**src/sv/cslv_pkg.sv**
```systemverilog
package cslv_pkg;

    // item kinds
    localparam logic [1:0] KIND_WRITE  = 2'd0;
    localparam logic [1:0] KIND_READ   = 2'd1;
    localparam logic [1:0] KIND_SAMPLE = 2'd2;

    // bus channels
    localparam logic [1:0] CH0 = 2'd0;
    localparam logic [1:0] CH1 = 2'd1;
    localparam logic [1:0] CH2 = 2'd2;
    localparam logic [1:0] CH3 = 2'd3;

    // command opcodes
    localparam logic [7:0] OP_POS_BASE = 8'hc0;
    localparam logic [7:0] OP_MUTE     = 8'h82;
    localparam logic [7:0] OP_UNMUTE   = 8'h83;
    localparam logic [7:0] OP_REQ_B0   = 8'hb0;
    localparam logic [7:0] OP_REQ_B1   = 8'hb1;
    localparam logic [7:0] OP_EXT      = 8'hf0;
    localparam logic [7:0] OP_STAT_F3  = 8'hf3;
    localparam logic [7:0] OP_STAT_F4  = 8'hf4;
    localparam logic [7:0] OP_STATUS   = 8'hf6;
    localparam logic [7:0] OP_POLL     = 8'hf7;
    localparam logic [7:0] OP_IRQ_EN   = 8'hfa;
    localparam logic [7:0] OP_NONE     = 8'h00;

    // command buffer geometry
    localparam int         CMD_DEPTH  = 17;
    localparam int         LCD_DEPTH  = 16;
    localparam logic [4:0] CMD_FULL   = 5'd17;
    localparam logic [4:0] LEN_POS    = 5'd3;
    localparam logic [4:0] LEN_REQ    = 5'd4;

    // read byte on an empty reply queue
    localparam logic [7:0] EMPTY_BYTE = 8'hff;

    typedef struct packed {
        logic [1:0] kind;
        logic [1:0] channel;
        logic [7:0] wdata;
        logic [9:0] sample_x;
        logic [9:0] sample_y;
        logic [3:0] sample_buttons;
    } item_t;

    typedef struct packed {
        logic [7:0] rdata;
        logic       irq;
        logic       audio_on;
        logic [9:0] pos_x;
        logic [9:0] pos_y;
    } result_t;

endpackage

```
**src/sv/cslv_res_if.sv**
```systemverilog
interface cslv_res_if;
    logic               valid;
    logic               ready;
    cslv_pkg::result_t  data;

    modport source (output valid, output data, input ready);
    modport sink (input valid, input data, output ready);
endinterface

```
**src/sv/cslv_res_fifo.sv**
```systemverilog
module cslv_res_fifo (
    input  logic              clk,
    input  logic              rst_n,
    input  logic              push,
    input  cslv_pkg::result_t push_data,
    output logic              full,
    cslv_res_if.source        res
);
    import cslv_pkg::*;

    result_t    slot0_reg;
    result_t    slot1_reg;
    logic [1:0] count_reg;
    logic [1:0] count_next;
    logic       pop;

    // two-entry result queue, head always in slot 0
    assign pop       = res.valid && res.ready;
    assign full      = (count_reg == 2'd2);
    assign res.valid = (count_reg != 2'd0);
    assign res.data  = slot0_reg;

    always_comb
    begin
        count_next = count_reg;
        if (push && !pop)
        begin
            count_next = count_reg + 2'd1;
        end
        else if (pop && !push)
        begin
            count_next = count_reg - 2'd1;
        end
    end

    // occupancy
    always_ff @(posedge clk or negedge rst_n)
    begin
        if (!rst_n)
        begin
            count_reg <= 2'd0;
        end
        else
        begin
            count_reg <= count_next;
        end
    end

    // payload slots
    always_ff @(posedge clk)
    begin
        if (pop)
        begin
            slot0_reg <= (count_reg == 2'd2) ? slot1_reg : push_data;
        end
        else if (push)
        begin
            if (count_reg == 2'd0)
            begin
                slot0_reg <= push_data;
            end
            else
            begin
                slot1_reg <= push_data;
            end
        end
    end

endmodule

```
**src/flat_wrapper.sv**
```systemverilog
// flat-port wrapper written by rule: the top's interface ports become plain ports
module cslv_res_fifo_flat import cslv_pkg::*;
  (clk, rst_n, push, push_data, full, res_valid, res_data, res_ready);
  cslv_res_if res_i ();
  input  logic clk;
  input  logic rst_n;
  input  logic push;
  input  cslv_pkg::result_t push_data;
  output logic full;
  output wire logic [$bits(res_i.valid)-1:0] res_valid;
  output wire logic [$bits(res_i.data)-1:0] res_data;
  input wire logic [$bits(res_i.ready)-1:0] res_ready;
  assign res_valid = res_i.valid;
  assign res_data = res_i.data;
  assign res_i.ready = res_ready;
  cslv_res_fifo u_core (.clk(clk), .rst_n(rst_n), .push(push), .push_data(push_data), .full(full), .res(res_i));
endmodule
```
**config.mk**
```make
export PLATFORM = sky130hd
export DESIGN_NAME = cslv_res_fifo_flat
export DESIGN_NICKNAME = d
export VERILOG_FILES = /design/src/sv/cslv_pkg.sv /design/src/sv/cslv_res_if.sv /design/src/sv/cslv_res_fifo.sv /design/src/flat_wrapper.sv
export SDC_FILE = /design/constraint.sdc
export NUM_CORES = 1
export LEC_CHECK = 0
export ABC_AREA = 1
export BUFFER_PORTS_ARGS = -buffer_cell sky130_fd_sc_hd__buf_2
export CAP_MARGIN = 20
export CORE_MARGIN = 5
export CORE_UTILIZATION = 40
export CTS_CLUSTER_SIZE = 24
export DETAILED_ROUTE_END_ITERATION = 8
export GPL_TIMING_DRIVEN = 0
export SYNTH_ARGS = -nofsm -noshare
export SYNTH_HDL_FRONTEND = slang
export SYNTH_SLANG_ARGS = --single-unit
```
**constraint.sdc**
```tcl
create_clock -name clk -period 4.25 [get_ports clk]
set_clock_uncertainty 0.2 [all_clocks]
set_input_delay 1.275 -clock clk [delete_from_list [all_inputs] [get_ports clk]]
set_output_delay 1.275 -clock clk [all_outputs]
set_load 0.1 [all_outputs]
```
==> results of run 1 <==
-- routing by layer --
metal  global-route usage (%)  part of all wire (%)  up-vias
met5                        0                     0        -
met4                    6.695                  0.84        0
met3                    5.738                   7.6        4
met2                    20.41                    47       57
met1                    16.53                    44      727
li1                         -                     -      793
-- layout make-up --
class	instances	area, sq um
Fill cell	532	2840
Sequential cell	62	1852
Multi-Input combinational cell	106	471.7
Timing Repair Buffer	65	347.8
Clock buffer	9	123.9
Tap cell	75	93.84
Buffer	10	76.32
Clock inverter	7	65.06
Inverter	4	15.01
-- layout by cell type, fill, tap and decap left out --
cell type and n:
buf_4 3, dfrtp_1 2, nand2_1 68, nor2_4 2, nand2_2 1, buf_16 1, nand4_1 1, inv_1 3
clkinvlp_4 2, ha_1 1, buf_2 68, clkinv_2 4, nand3_1 32, edfxtp_1 60, xnor2_1 1, bufinv_16 1
clkbuf_8 9, inv_2 1, buf_6 3
-- cell families after synthesis --
group         Yosys count  share of synthesized area [%]
simple gates          104                          18.40
flops                  62                          76.92
buf+inv                14                          3.794
fa+ha+maj               1                         0.5197
xor+xnor                1                         0.3639
-- path summary, 6_finish.rpt --
kind                                                        end  slack [ns]  depth (start not counted)
worst max-delay path                                       full        1.16                          3
worst min-delay path            u_core.count_reg[1]$_DFFE_PN0P_        0.30                          2
worst max register to register   u_core.slot1_reg[15]$_DFFE_PP_        2.23                          4
worst min register to register  u_core.count_reg[1]$_DFFE_PN0P_        0.30                          2
max in group asynchronous       u_core.count_reg[1]$_DFFE_PN0P_        3.24                          1
min in group asynchronous       u_core.count_reg[0]$_DFFE_PN0P_        0.51                          1
-- worst max-delay path, stage by stage, from the launching register on --
cell and delay (ns):
dfrtp_1 0.45, nor2_4 0.19, buf_4 0.20, buf_2 0.44
-- metrics by stage --
step,setup WS (ns),utilization [%],instance area (sq um)
after CTS,1.145,51.74,3045
after detailed placement,1.285,48.53,2856
after global routing,1.088,51.74,3045
after global placement,0.01670,47.94,2821
final,1.161,51.74,3045
after floorplan,0.7629,-,2407
==> summary.md, run 1 <==
| Metric | Value |
|---|---|
| Area leader, netlist | edfxtp_1 |
| CTS buffer count | 9 |
| Prevailing post-synth register cell | edfxtp_1 |
| DP HPWL | about 3100 microns |
| Row cnt | 28 |
| Starting density of the core | 40.90% |
| Die Ht | 87.58 microns |
| Synth top area cells | edfxtp_1 (75%), nand2_1 (11%), nand3_1 (6.7%) |
| Max Freq | roughly 0.32 GHz |
| Global route total overflow | 0 |
| Tmin final | ~3.1 ns |
| Most numerous cell in the Yosys netlist | nand2_1 |
| Post-Syn Instances | about 180 |
| CP Launch Type | flop |
| RSZ-0062 raised after global routing | false |
| Vias | between 1,500 and 2,000 |
| Clock Path Buffers | 2 |
| First-pass GRT wire length | 7486 microns |
| DR DRC count | 0 |
| Aggregate global-route resource usage | 13.46% |
| Layout Nets | roughly 290 |
| Hold Worst Slack | roughly 0.30 ns |
| Cells after DPL | between 300 and 400 |
| RR Startpoint | u_core.count_reg[0]$_DFFE_PN0P_ |
| Pin count of the biggest net entering global routing | 31 |
| Non-Filler Instances | roughly 340 |
| Die ar. | 7669 sq um |
| Min-delay worst type | reg -> reg |
| Synth top area share | 74.84% |
| DIE WIDTH | 87.58 microns |
| Setup bufs post-CTS | 0 |
| Root buffer cell | clkbuf_8 |
| Library cells used by synthesis | 15 |
| Worst setup path start | u_core.count_reg[0]$_DFFE_PN0P_ |
| Clk slew on worst S/H paths | 0.07 ns |
| Synth warnings | 0 |
| Per-cell routed wire length | approximately 14 microns |
| Sequential fraction of the synthesis area | 76.92% |
| CTS Hold Bufs | 0 |
| Post-CTS sizing | 0 |
| CTS tree | built |
| Syn Std Cell Area | 2407 sq um |
| Synth cell count leaders | nand2_1 (68), edfxtp_1 (60), nand3_1 (32) |
| Final Max Tran Viols | 0 |
| Hold Violations, Final | 0 |
| Crit Path Max Fanout | 10 |
| CTS H-tree lvls | 3 |
| Final period util | between 70% and 80% |
| Outcome | finished, final reports clean |
| DRT Pass-1 Iters | 4 |
| ANT cells | 0 |
| Tightest Pin Transition | 0.8736 ns |
| Area delta synth->final | 26.51% |
| Worst EP required | around 2.8 ns |
| Crit end category | output pin |
| Post-synth ARST share | 3.226% |
| Setup TNS | 0 ns |
| Routability cong. | 0.7294 |
| Setup violators final | 0 |
| Iteration-0 DRC Markers | 64 |
| I/O Pins | 66 |
| Vias per cell | 4.678 |
| Initial antenna violation count | 0 |
| Share of post-route cells with drive strength above 1 | 36.12% |
| Synthesized area per cell | between 10 and 15 sq um |
| Post-Route WL | 4762 microns |
| Core Footprint | 5886 sq um |
| Arrival time at the worst endpoint | about 1.6 ns |
| Vias in the first global route | 1,555 |
| Clk_lat worst skew | 0.33 ns |
| Slew margin rel. | roughly two fifths |
| Antenna Nets Post-Route | 0 |
| Hold path startpoint | u_core.count_reg[1]$_DFFE_PN0P_ |
| Post-synth EDFFs | 60 |
| Port bufs | between 60 and 70 |
| Number of max-cap violations | 0 |
| Mapped Nets | 217 |
| Critical path type | reg -> out |
| Sink Count | 62 |
| Count of state elements after synthesis | 62 |
Power of run 1 is not shown: default switching activity piles up to over one toggle a cycle in this logic, so the estimate is an artifact.
==> run 2: changes to the inputs <==
--- a/config.mk
+++ b/config.mk
@@ -13,6 +13,7 @@
 export CTS_CLUSTER_SIZE = 24
 export DETAILED_ROUTE_END_ITERATION = 8
 export GPL_TIMING_DRIVEN = 0
+export PLACE_DENSITY = 0.66
 export SYNTH_ARGS = -nofsm -noshare
 export SYNTH_HDL_FRONTEND = slang
 export SYNTH_SLANG_ARGS = --single-unit
==> constraint.sdc (replaced) <==
create_clock -name clk -period 2.8 [get_ports clk]
set_clock_uncertainty 0.2 [all_clocks]
set_input_delay 0.84 -clock clk [delete_from_list [all_inputs] [get_ports clk]]
set_output_delay 0.84 -clock clk [all_outputs]
set_load 0.1 [all_outputs]
==> summary.md, run 2 (same netlist as run 1, synthesis figures left out) <==
| Metric | Value |
|---|---|
| Tmin final | 2.617 ns |
| CP Launch Type | flop |
| Slew margin rel. | 41.55% (-0.070 points) |
| Iteration-0 DRC Markers | 83 (+30%) |
| Final period util | 93.45% |
| Vias in the first global route | 1,558 (+0.19%) |
| R2R Path End | u_core.slot1_reg[13]$_DFFE_PP_ |
| Share of post-route cells with drive strength above 1 | 35.50% (-0.63 points) |
| Hold Violations, Final | 0 (unchanged) |
| R2R Setup Slk | 0.79 ns (-1.44 ns) |
| Most frequent cells in the layout | buf_2 (68), nand2_1 (68), edfxtp_1 (60), nand3_1 (32), clkbuf_8 (9) |
| Worst EP required | 1.76 ns (-1.01 ns) |
| Starting density of the core | 40.90% (unchanged) |
| Root buffer cell | clkbuf_8 |
| Sink Count | 62 (unchanged) |
| RR Startpoint | u_core.count_reg[0]$_DFFE_PN0P_ |
| CTS buffer count | 9 (unchanged) |
| Layout Nets | 293 (unchanged) |
| I/O Pins | 66 (unchanged) |
| Aggregate global-route resource usage | 12.99% (-0.47 points) |
| Non-Filler Instances | 337 (-0.30%) |
| Number of max-cap violations | 0 (unchanged) |
| Hold Worst Slack | 0.09261 ns (-0.2123 ns) |
| Antenna Nets Post-Route | 0 (unchanged) |
| Min-delay worst type | in -> async |
| DP HPWL | 3213 microns (+3.4%) |
| Setup bufs post-CTS | 0 (unchanged) |
| Tightest Pin Transition | 0.8746 ns (+0.001041 ns) |
| CTS H-tree lvls | 3 (unchanged) |
| Setup TNS | 0 ns (unchanged) |
| Crit end category | output pin |
| DR DRC count | 0 (unchanged) |
| DRT Pass-1 Iters | 4 (unchanged) |
| Critical path type | reg -> out |
| Clk slew on worst S/H paths | 0.06 ns (about the same) |
| Worst setup path start | u_core.count_reg[0]$_DFFE_PN0P_ |
| Post-CTS sizing | 0 (unchanged) |
| Slowest CP cell | dfrtp_1 |
| Die ar. | 7669 sq um (unchanged) |
| Clock Path Buffers | 2 (unchanged) |
| Final Max Tran Viols | 0 (unchanged) |
| Max Freq | 0.3822 GHz |
| Row cnt | 28 (unchanged) |
| CP Cell Sequence | nor2_4 > buf_4 > buf_2 |
| ANT cells | 0 (unchanged) |
| Post-Route WL | 4643 microns (-2.5%) |
| Slowest Stage Delay on Critical Path | 0.44 ns (about the same) |
| Core Footprint | 5886 sq um (unchanged) |
| Worst reg-to-reg path cell count | 4 (unchanged) |
| DIE WIDTH | 87.58 microns (unchanged) |
| Crit Path Max Fanout | 10 (unchanged) |
| Vias per cell | 4.620 (-1.2%) |
| Per-cell routed wire length | 13.78 microns (-2.2%) |
| Arrival time at the worst endpoint | 1.58 ns (-0.03 ns) |
| Post-layout util | 51.98% (+0.23 points) |
| Initial antenna violation count | 0 (unchanged) |
| CTS tree | built |
| First-pass GRT wire length | 7396 microns (-1.2%) |
| RSZ-0062 raised after global routing | false |
| CTS Hold Bufs | 0 (unchanged) |
| Vias | 1,557 (-1.5%) |
| Port bufs | 64 (unchanged) |
| Pin count of the biggest net entering global routing | 31 (unchanged) |
| Die Ht | 87.58 microns (unchanged) |
| Routability cong. | 0.7435 (+1.9%) |
| Global route total overflow | 0 (unchanged) |
| Cells after DPL | 322 (unchanged) |
| Clk_lat worst skew | 0.32 ns (about the same) |
| Area delta synth->final | 27.08% |
| Setup violators final | 0 (unchanged) |
| Outcome | finished, final reports clean |
==> run 2: worst max-delay path: cells and delay by family, from the launching register on <==
kind	cells	cell delay, ns
buffers and inverters	2	0.63
and+or+nand+nor	1	0.18
DFF	1	0.44
==> run 2: stage by stage <==
| step | worst slack [ns] | cell area (sq um) |
|---|---|---|
| final | 0.1835 | 3059 |
| after global routing | 0.08993 | 3059 |
| after CTS | 0.1430 | 3059 |
| after detailed placement | 0.2590 | 2856 |
| after global placement | -0.2263 | 2824 |
| after floorplan | 0.04654 | 2410 |
==> run 2: layout make-up <==
cell class / instances / area (sq um)
Fill cell: 552 / 2826
Sequential cell: 62 / 1852
Multi-Input combinational cell: 106 / 471.7
Timing Repair Buffer: 65 / 347.8
Clock buffer: 10 / 127.6
Tap cell: 75 / 93.84
Buffer: 10 / 76.32
Clock inverter: 5 / 75.07
Inverter: 4 / 15.01
==> run 2: how the worst max path moves through the flow <==
| stage | depth (start not counted) | slack, ns | to |
|---|---|---|---|
| 5_1_grt | 3 | 0.09 | full |
| 6_report | 3 | 0.18 | full |
| 2_1_floorplan | 4 | 0.05 | u_core.slot1_reg[0]$_DFFE_PP_ |
| 3_5_place_dp | 3 | 0.26 | u_core.slot1_reg[10]$_DFFE_PP_ |
| 4_1_cts | 3 | 0.14 | full |
| 3_3_place_gp | 3 | -0.23 | u_core.slot1_reg[17]$_DFFE_PP_ |
==> run 2: per-layer routing <==
metal / part of all wire, % / vias up / global-route usage (%)
li1: - / 784 / -
met1: 44 / 713 / 16.07
met2: 48 / 49 / 21.03
met3: 5.7 / 11 / 3.010
met4: 2.2 / 0 / 7.252
met5: 0 / - / 0
Power of run 2 is left out for the same reason.
